==> src/lrukv_pkg.sv <==
// Shared types and constants of the LRU key/value cache.
// No dependencies; every other file refers to it by scoped names.
package lrukv_pkg;

  localparam int ENTRIES    = 16;
  localparam int KEY_BITS   = 32;
  localparam int VALUE_BITS = 32;

  localparam int IDX_W = $clog2(ENTRIES);
  localparam int CNT_W = $clog2(ENTRIES + 1);

  // capacity register
  localparam int                CAP_W     = 5;
  localparam logic [CAP_W-1:0]  CAP_RESET = CAP_W'(ENTRIES);

  // configuration bus
  localparam int PADDR_W = 3;
  localparam int PDATA_W = 32;
  localparam logic REG_CAPACITY = 1'b0;   // word index paddr[2]

  // request opcodes
  localparam logic OP_GET = 1'b0;
  localparam logic OP_PUT = 1'b1;

  typedef struct packed {
    logic                         op;
    logic signed [KEY_BITS-1:0]   key;
    logic signed [VALUE_BITS-1:0] value;
  } req_t;

  typedef struct packed {
    logic                         hit;
    logic signed [VALUE_BITS-1:0] read_value;
  } rsp_t;

endpackage

==> src/lrukv_apb.sv <==
// APB register slave holding the capacity register.
// Depends on lrukv_pkg.
module lrukv_apb (
  input  logic                              clk,
  input  logic                              rst,
  input  logic                              psel,
  input  logic                              penable,
  input  logic                              pwrite,
  input  logic [lrukv_pkg::PADDR_W-1:0]     paddr,
  input  logic [lrukv_pkg::PDATA_W-1:0]     pwdata,
  output logic [lrukv_pkg::PDATA_W-1:0]     prdata,
  output logic                              pready,
  output logic [lrukv_pkg::CAP_W-1:0]       capacity
);

  logic sel_capacity;

  assign pready       = 1'b1;
  assign sel_capacity = (paddr[2] == lrukv_pkg::REG_CAPACITY);

  always_ff @(posedge clk) begin
    if (rst) begin
      capacity <= lrukv_pkg::CAP_RESET;
    end else if (psel && penable && pwrite && pready && sel_capacity) begin
      capacity <= pwdata[lrukv_pkg::CAP_W-1:0];
    end
  end

  always_comb begin
    prdata = '0;
    if (sel_capacity) begin
      prdata = {{(lrukv_pkg::PDATA_W - lrukv_pkg::CAP_W){1'b0}}, capacity};
    end
  end

endmodule

==> src/lrukv_core.sv <==
// Entry storage, parallel key match, recency ages and replacement choice.
// Depends on lrukv_pkg. State changes at the edge where fire is high.
module lrukv_core (
  input  logic                          clk,
  input  logic                          rst,
  input  logic                          fire,
  input  lrukv_pkg::req_t               req,
  input  logic [lrukv_pkg::CAP_W-1:0]   capacity,
  output lrukv_pkg::rsp_t               rsp
);

  localparam int N  = lrukv_pkg::ENTRIES;
  localparam int IW = lrukv_pkg::IDX_W;
  localparam int CW = lrukv_pkg::CNT_W;

  logic signed [lrukv_pkg::KEY_BITS-1:0]   keys   [N];
  logic signed [lrukv_pkg::VALUE_BITS-1:0] values [N];
  logic [N-1:0]  valid;
  logic [IW-1:0] ages [N];
  logic [CW-1:0] count;

  logic [N-1:0]  match;
  logic          hit_any;
  logic [IW-1:0] hit_idx;
  logic [IW-1:0] free_idx;
  logic [IW-1:0] lru_idx;
  logic [IW-1:0] tgt_idx;
  logic [IW-1:0] tgt_age;
  logic [IW-1:0] wr_idx;
  logic [CW-1:0] limit;
  logic [CW-1:0] count_m1;
  logic          full;
  logic          is_put;

  assign is_put = (req.op == lrukv_pkg::OP_PUT);

  // effective capacity: zero counts as one, large values saturate
  always_comb begin
    if (capacity == '0) begin
      limit = CW'(1);
    end else if (int'(capacity) > N) begin
      limit = CW'(N);
    end else begin
      limit = CW'(capacity);
    end
  end

  assign full     = (count >= limit);
  assign count_m1 = count - CW'(1);

  // valid ages form a permutation of 0 .. count-1, so the oldest entry
  // is the one whose age equals count-1
  always_comb begin
    hit_idx  = '0;
    free_idx = '0;
    lru_idx  = '0;
    for (int i = N - 1; i >= 0; i--) begin
      match[i] = valid[i] && (keys[i] == req.key);
      if (match[i]) begin
        hit_idx = IW'(i);
      end
      if (!valid[i]) begin
        free_idx = IW'(i);
      end
      if (valid[i] && (ages[i] == count_m1[IW-1:0])) begin
        lru_idx = IW'(i);
      end
    end
    hit_any = |match;
  end

  assign tgt_idx = hit_any ? hit_idx : lru_idx;
  assign tgt_age = ages[tgt_idx];

  always_comb begin
    if (hit_any) begin
      wr_idx = hit_idx;
    end else if (full) begin
      wr_idx = lru_idx;
    end else begin
      wr_idx = free_idx;
    end
  end

  assign rsp.hit        = hit_any;
  assign rsp.read_value = hit_any ? values[hit_idx] : '0;

  // control state: valid bits, ages, fill count
  always_ff @(posedge clk) begin
    if (rst) begin
      valid <= '0;
      count <= '0;
      for (int i = 0; i < N; i++) begin
        ages[i] <= '0;
      end
    end else if (fire) begin
      if (hit_any || (is_put && full)) begin
        // move target to the front, age the younger entries
        for (int i = 0; i < N; i++) begin
          if (valid[i] && (IW'(i) != tgt_idx) && (ages[i] < tgt_age)) begin
            ages[i] <= ages[i] + IW'(1);
          end
        end
        ages[tgt_idx] <= '0;
      end else if (is_put) begin
        for (int i = 0; i < N; i++) begin
          if (valid[i]) begin
            ages[i] <= ages[i] + IW'(1);
          end
        end
        valid[free_idx] <= 1'b1;
        ages[free_idx]  <= '0;
        count           <= count + CW'(1);
      end
    end
  end

  // payload storage
  always_ff @(posedge clk) begin
    if (fire && is_put) begin
      values[wr_idx] <= req.value;
      if (!hit_any) begin
        keys[wr_idx] <= req.key;
      end
    end
  end

endmodule

==> src/lru_key_value_cache_core.sv <==
// LRU key/value cache: a fully associative store of up to 16 entries whose
// capacity is set over an APB register; a get returns hit and the stored value
// (0 on a miss), a put updates or inserts, evicting the least recently used
// entry once the store holds capacity entries. Each request is registered, then
// resolved by a parallel compare of all keys and an age-counter update, so one
// request is taken per clock unless a get waits for a stalled result register;
// a get's result is captured in the result register when it leaves the request
// stage; a put returns nothing. The result register lets puts flow while a get
// result waits. Depends on lrukv_pkg, lrukv_apb and lrukv_core.
module lru_key_value_cache_core (
  input  logic                                    clk,
  input  logic                                    rst,
  // configuration
  input  logic                                    psel,
  input  logic                                    penable,
  input  logic                                    pwrite,
  input  logic [lrukv_pkg::PADDR_W-1:0]           paddr,
  input  logic [lrukv_pkg::PDATA_W-1:0]           pwdata,
  output logic [lrukv_pkg::PDATA_W-1:0]           prdata,
  output logic                                    pready,
  // requests
  input  logic                                    in_valid,
  output logic                                    in_stall,
  input  logic                                    op,
  input  logic signed [lrukv_pkg::KEY_BITS-1:0]   key,
  input  logic signed [lrukv_pkg::VALUE_BITS-1:0] value,
  // results
  output logic                                    out_valid,
  input  logic                                    out_stall,
  output logic                                    hit,
  output logic signed [lrukv_pkg::VALUE_BITS-1:0] read_value
);

  logic [lrukv_pkg::CAP_W-1:0] capacity;
  logic                        s_valid;
  lrukv_pkg::req_t             s_req;
  lrukv_pkg::rsp_t             rsp;
  logic                        advance;
  logic                        accept;
  logic                        s_valid_next;

  lrukv_apb u_apb (
    .clk      (clk),
    .rst      (rst),
    .psel     (psel),
    .penable  (penable),
    .pwrite   (pwrite),
    .paddr    (paddr),
    .pwdata   (pwdata),
    .prdata   (prdata),
    .pready   (pready),
    .capacity (capacity)
  );

  lrukv_core u_core (
    .clk      (clk),
    .rst      (rst),
    .fire     (advance),
    .req      (s_req),
    .capacity (capacity),
    .rsp      (rsp)
  );

  // a put always leaves the stage; a get needs room in the result register
  assign advance  = s_valid && ((s_req.op == lrukv_pkg::OP_PUT) || !out_valid || !out_stall);
  assign in_stall = s_valid && !advance;
  assign accept   = in_valid && !in_stall;

  always_comb begin
    if (accept) begin
      s_valid_next = 1'b1;
    end else if (advance) begin
      s_valid_next = 1'b0;
    end else begin
      s_valid_next = s_valid;
    end
  end

  always_ff @(posedge clk) begin
    if (rst) begin
      s_valid <= 1'b0;
    end else begin
      s_valid <= s_valid_next;
    end
  end

  always_ff @(posedge clk) begin
    if (accept) begin
      s_req.op    <= op;
      s_req.key   <= key;
      s_req.value <= value;
    end
  end

  always_ff @(posedge clk) begin
    if (rst) begin
      out_valid <= 1'b0;
    end else if (advance && (s_req.op == lrukv_pkg::OP_GET)) begin
      out_valid <= 1'b1;
    end else if (!out_stall) begin
      out_valid <= 1'b0;
    end
  end

  always_ff @(posedge clk) begin
    if (advance && (s_req.op == lrukv_pkg::OP_GET)) begin
      hit        <= rsp.hit;
      read_value <= rsp.read_value;
    end
  end

endmodule

==> config.mk <==
export PLATFORM = sky130hd
export DESIGN_NAME = lru_key_value_cache_core
export DESIGN_NICKNAME = d
export VERILOG_FILES = /design/src/lrukv_pkg.sv /design/src/lrukv_apb.sv /design/src/lrukv_core.sv /design/src/lru_key_value_cache_core.sv
export SDC_FILE = /design/constraint.sdc
export NUM_CORES = 2
export LEC_CHECK = 0
export ABC_CLOCK_PERIOD_IN_PS = 9200
export BUFFER_PORTS_ARGS = -buffer_cell sky130_fd_sc_hd__buf_2
export CAP_MARGIN = 0
export CELL_PAD_IN_SITES_DETAIL_PLACEMENT = 1
export CELL_PAD_IN_SITES_GLOBAL_PLACEMENT = 2
export CORE_MARGIN = 1
export CORE_UTILIZATION = 45
export CTS_CLUSTER_DIAMETER = 80
export DETAILED_ROUTE_END_ITERATION = 7
export PLACE_DENSITY_LB_ADDON = 0.1
export REMOVE_ABC_BUFFERS = 1
export SETUP_SLACK_MARGIN = 0.02
export SYNTH_ARGS = -nofsm -noshare
export SYNTH_HDL_FRONTEND = slang
export SYNTH_SLANG_ARGS = --single-unit
==> constraint.sdc <==
create_clock -name clk -period 9.2 [get_ports clk]
set_input_delay 1.38 -clock clk [delete_from_list [all_inputs] [get_ports clk]]
set_output_delay 1.38 -clock clk [all_outputs]
set_load 0.01 [all_outputs]
==> results list <==
* Source of the worst register-to-register timing path: s_req[46]$_DFFE_PP_
* Mean post-synth cell area: about 14 um2
* Die Ht: between 300 and 400 um
- Once detail routing completed, the nets flagged for antenna violations numbered 0.
- The synthesized netlist contains approximately 100 unique library cells.
- Dividing total power by cell area gives a power density of between 150 and 200 nW/um2.
- STA puts the critical path data arrival time at slightly below 9000 ps.
* Reg clk slew, reported paths: 60 ps
* Setup bufs post-CTS: 0
- In this run the static leakage power is roughly 21 nW.
- In this design, the stage delay of the slowest critical-path cell is 980 ps.
* Nature of the critical path startpoint: flip-flop
- Setup repair after global routing left no endpoint under its margin.
* Worst-skew pair later-pin latency: ~780 ps
- Setup violations remaining at the end of the flow were counted as 0.
* Post_cts resized: 0
- Placed wire-length estimate: ~100 mm
- Worst-margin pin slew: between 1000 and 1500 ps
- Routed WL: ~160 mm
- Filler cells: about 12,000
- The most numerous cell type found on the critical path is a21oi_1.
* Final core occ: 0.5109
* Upper clock frequency limit: approximately 120 MHz
- Predominant post-synthesis flop cell: edfxtp_1
- Final Net Count: 4,303
* Number of hold violations in the final report: 0
- After technology mapping, the gate count stands at between 3,000 and 4,000.
* Fin crit share: 0.8697
- The kind of cell with the highest combined delay along the critical path is compound AO/OA/AOI/OAI gates.
- After detailed placement, the total cell area comes to slightly below 60,000 um2.
- Die area: 123,800 um2
- RD Place Congestion: about 0.84
- Hold Path Origin: u_core.count[4]$_SDFFE_PP0P_
- I/O pin total: 175
* Setup_tns: 0 ps
* Reg2Reg Depth: 21
- The share of synthesized area in the top cell type comes to 0.6115.
- Number of antenna violations at the first check in global routing: 2
- Leaving out fill and tap cells, the most frequent cell in the layout is edfxtp_1.
- Total global-route track usage: 0.2541
- Layout Skew: approximately 28 ps
- Synth Register Bits: ~1,200
* Count of buffers from port buffering: 117
* Library cell used as clock root buffer: clkbuf_16
- In the final layout, flip-flops and latches occupy about 36,000 um2.
* Worst Hold Path EP: u_core.count[4]$_SDFFE_PP0P_
- Summing over every cut layer, the via total after detailed routing is 34,150.
- Destination of the worst register-to-register timing path: u_core.ages[7][0]$_SDFFE_PP0P_
- The run finished with clean final reports.
* Worst VDD drop: ~0.19 mV
- The number of clock buffers added by TritonCTS is 135.
- For this run, design rule violations remaining after detail routing come to 0.
* Area occupied by multi-input gates: around 18,000 um2
* DRC violation total after the first TritonRoute iteration: roughly 2,500
- The via count of the first global-routing pass is 34,950.
- Post-route standard cell area excluding fillers: around 62,000 um2
* Largest net degree at the start of global routing: around 180
- Buffer levels on the longest clock path: 3
- The initial utilization of the core area, before any placement, comes to 0.4533.
- Final routed wire length divided by cell count: 27.21 um
- For flop-to-flop paths, the worst setup slack is about 1200 ps.
- Total design power: approximately 12 mW
- After synthesis, the cell types taking the most area are edfxtp_1, xor2_1, dfxtp_1, xnor2_1, mux2i_1.
- Wire length of the first global-routing pass: roughly 230 mm
- Max-cap violations in this run came to 0.
- Share of the yosys chip area belonging to registers: 0.6449
- Number of cells on the critical path: 21
* Class of the worst hold path: reg2reg
* Total inserted antenna cells: 0
- Number of buffers inserted by hold repair at cts: 0
- Headroom to the max-slew limit: 0.2594
- Horiz. Die Dim: roughly 350 um
- The synthesized design spends more area on one cell type than any other, namely edfxtp_1.
- CP bufs+invs: 0
- Relative to the synthesized area, the layout overhead comes to 12.71%.
- The worst setup path is captured at a flip-flop.
- CP max FO: 14
- The cell area that synthesis handed to floorplanning was 55,100 um2.
- The clock tree synthesis step divided the H-tree into 4 levels.
* Standard-cell row count: ~130
- Proportion of layout cells with a drive suffix above 1: 0.1366
* Critical path, cell by cell: xnor2_1, nand4b_1, nor4b_1, nand4_1, a311oi_1, o32a_1, nand2b_1, nor2_1, a21oi_1, a222oi_1, o22a_1, nand3_1, ha_1, a21o_1, a21oi_1, o211ai_1, a31o_2, and2_1, a21oi_1, mux2_2, nor2_1
- On the critical path, the stage with the largest delay is an instance of o32a_1.
- Final critical-path required period: 8001 ps
* Global route overflow: 0
* Number of synthesis warnings: 0
- TritonCTS built the clock tree.
* Via count normalized by instance count: roughly 6
- Along the worst hold path, the cell count comes to 2.
- Count of flip-flops with a built-in enable after synthesis: ~1,100
* Max Transition Viols Final: 0
- The critical path is of the reg2reg type.
* Async SR Flop Fraction: 0
* TritonRoute pass-1 iters: 5
- CP required: 9890 ps
* Leading cell types in the layout, fill and taps excluded: edfxtp_1, xor2_1, xnor2_1
* Area of the core region: 121,600 um2
- # clock sinks: between 1,000 and 1,500
[sequential cells by signal (all words and copies together) (netlist names)]
| register | cells |
|---|---|
| u_core.valid | 16 |
| hit | 1 |
| s_valid | 1 |
| read_value | 32 |
| u_core.ages | 64 |
| u_core.count | 5 |
| out_valid | 1 |
| u_core.values | 512 |
| u_core.keys | 512 |
| u_apb.capacity | 5 |
| s_req | 65 |
[synthesized netlist by cell type (29+ instances only)]
library cell and count:
nor3_1 93, a21oi_1 168, dfxtp_1 92, nand3_1 89, nor4_1 156, mux2i_1 175
inv_1 52, clkbuf_1 94, o21ai_0 37, buf_4 51, nand4_1 111, buf_2 40
ha_1 71, nor2b_1 99, nor2_1 145, xor2_1 354, buf_6 29, xnor2_1 206
nand2_1 114, mux2_2 42, edfxtp_1 1122, a211oi_1 195
[metal layers]
metal	vias up	GRT usage	wire length, um
met2	832	0.4062	74200
met4	0	0.07563	3880
met3	232	0.03611	7284
met5	-	0	0
li1	15440	-	-
met1	17640	0.3600	73980
[how the worst max path moves through the flow]
stage                        start                        endpoint
2_1_floorplan  s_req[40]$_DFFE_PP_     u_core.keys[0][0]$_DFFE_PP_
3_3_place_gp   s_req[46]$_DFFE_PP_  u_core.ages[7][0]$_SDFFE_PP0P_
3_5_place_dp   s_req[46]$_DFFE_PP_  u_core.ages[7][0]$_SDFFE_PP0P_
4_1_cts        s_req[46]$_DFFE_PP_  u_core.ages[7][0]$_SDFFE_PP0P_
5_1_grt        s_req[46]$_DFFE_PP_  u_core.ages[7][0]$_SDFFE_PP0P_
6_report       s_req[46]$_DFFE_PP_  u_core.ages[7][0]$_SDFFE_PP0P_
[tightest hold or removal path: cells and delay by family, from the launching register on]
family / cells / cell delay, ps
AND/OR/NAND/NOR: 1 / 70
flip-flops: 1 / 350
XOR/XNOR: 1 / 80
[stage by stage]
step / setup slack (ps) / instances / hold slack, ps
after global routing: 931.9 / 5855 / 550.0
after CTS: 1285 / 5855 / 533.7
final: 1199 / 5855 / 529.0
after floorplan: -17500 / 3726 / 469.5
after detailed placement: 1355 / 5613 / 520.7
after global placement: 1396 / 5613 / 504.3
[cell type report]
| type | count | area share |
|---|---|---|
| clock buffer | 177 | 0.05863 |
| clock inverter | 65 | 0.009268 |
| inverter | 52 | 0.003143 |
| multi-input combinational | 2460 | 0.2957 |
| sequential | 1214 | 0.5722 |
| tap | 1625 | 0.03274 |
| timing repair buffer | 262 | 0.02837 |
[where the power goes]
part	internal [mW]	switching, mW
logic	0.171	0.339
registers	6.07	0.0790
clock network	3.02	2.21
[cells by family (layout without fill, tap and decap cells)]
group / count (synthesis) / after routing / share of synthesized area
buffers and inverters: 280 / 556 / 0.02741
multiplexers: 217 / 217 / 0.04037
XOR/XNOR: 581 / 581 / 0.09739
AND/OR/NAND/NOR: 972 / 972 / 0.09826
AO/OA/AOI/OAI: 591 / 591 / 0.07541
other: 2 / 28 / 0.0001363
flip-flops: 1214 / 1214 / 0.6449
adder cells (fa/ha/maj): 71 / 71 / 0.01612
Power figures use the tool's default switching activity.
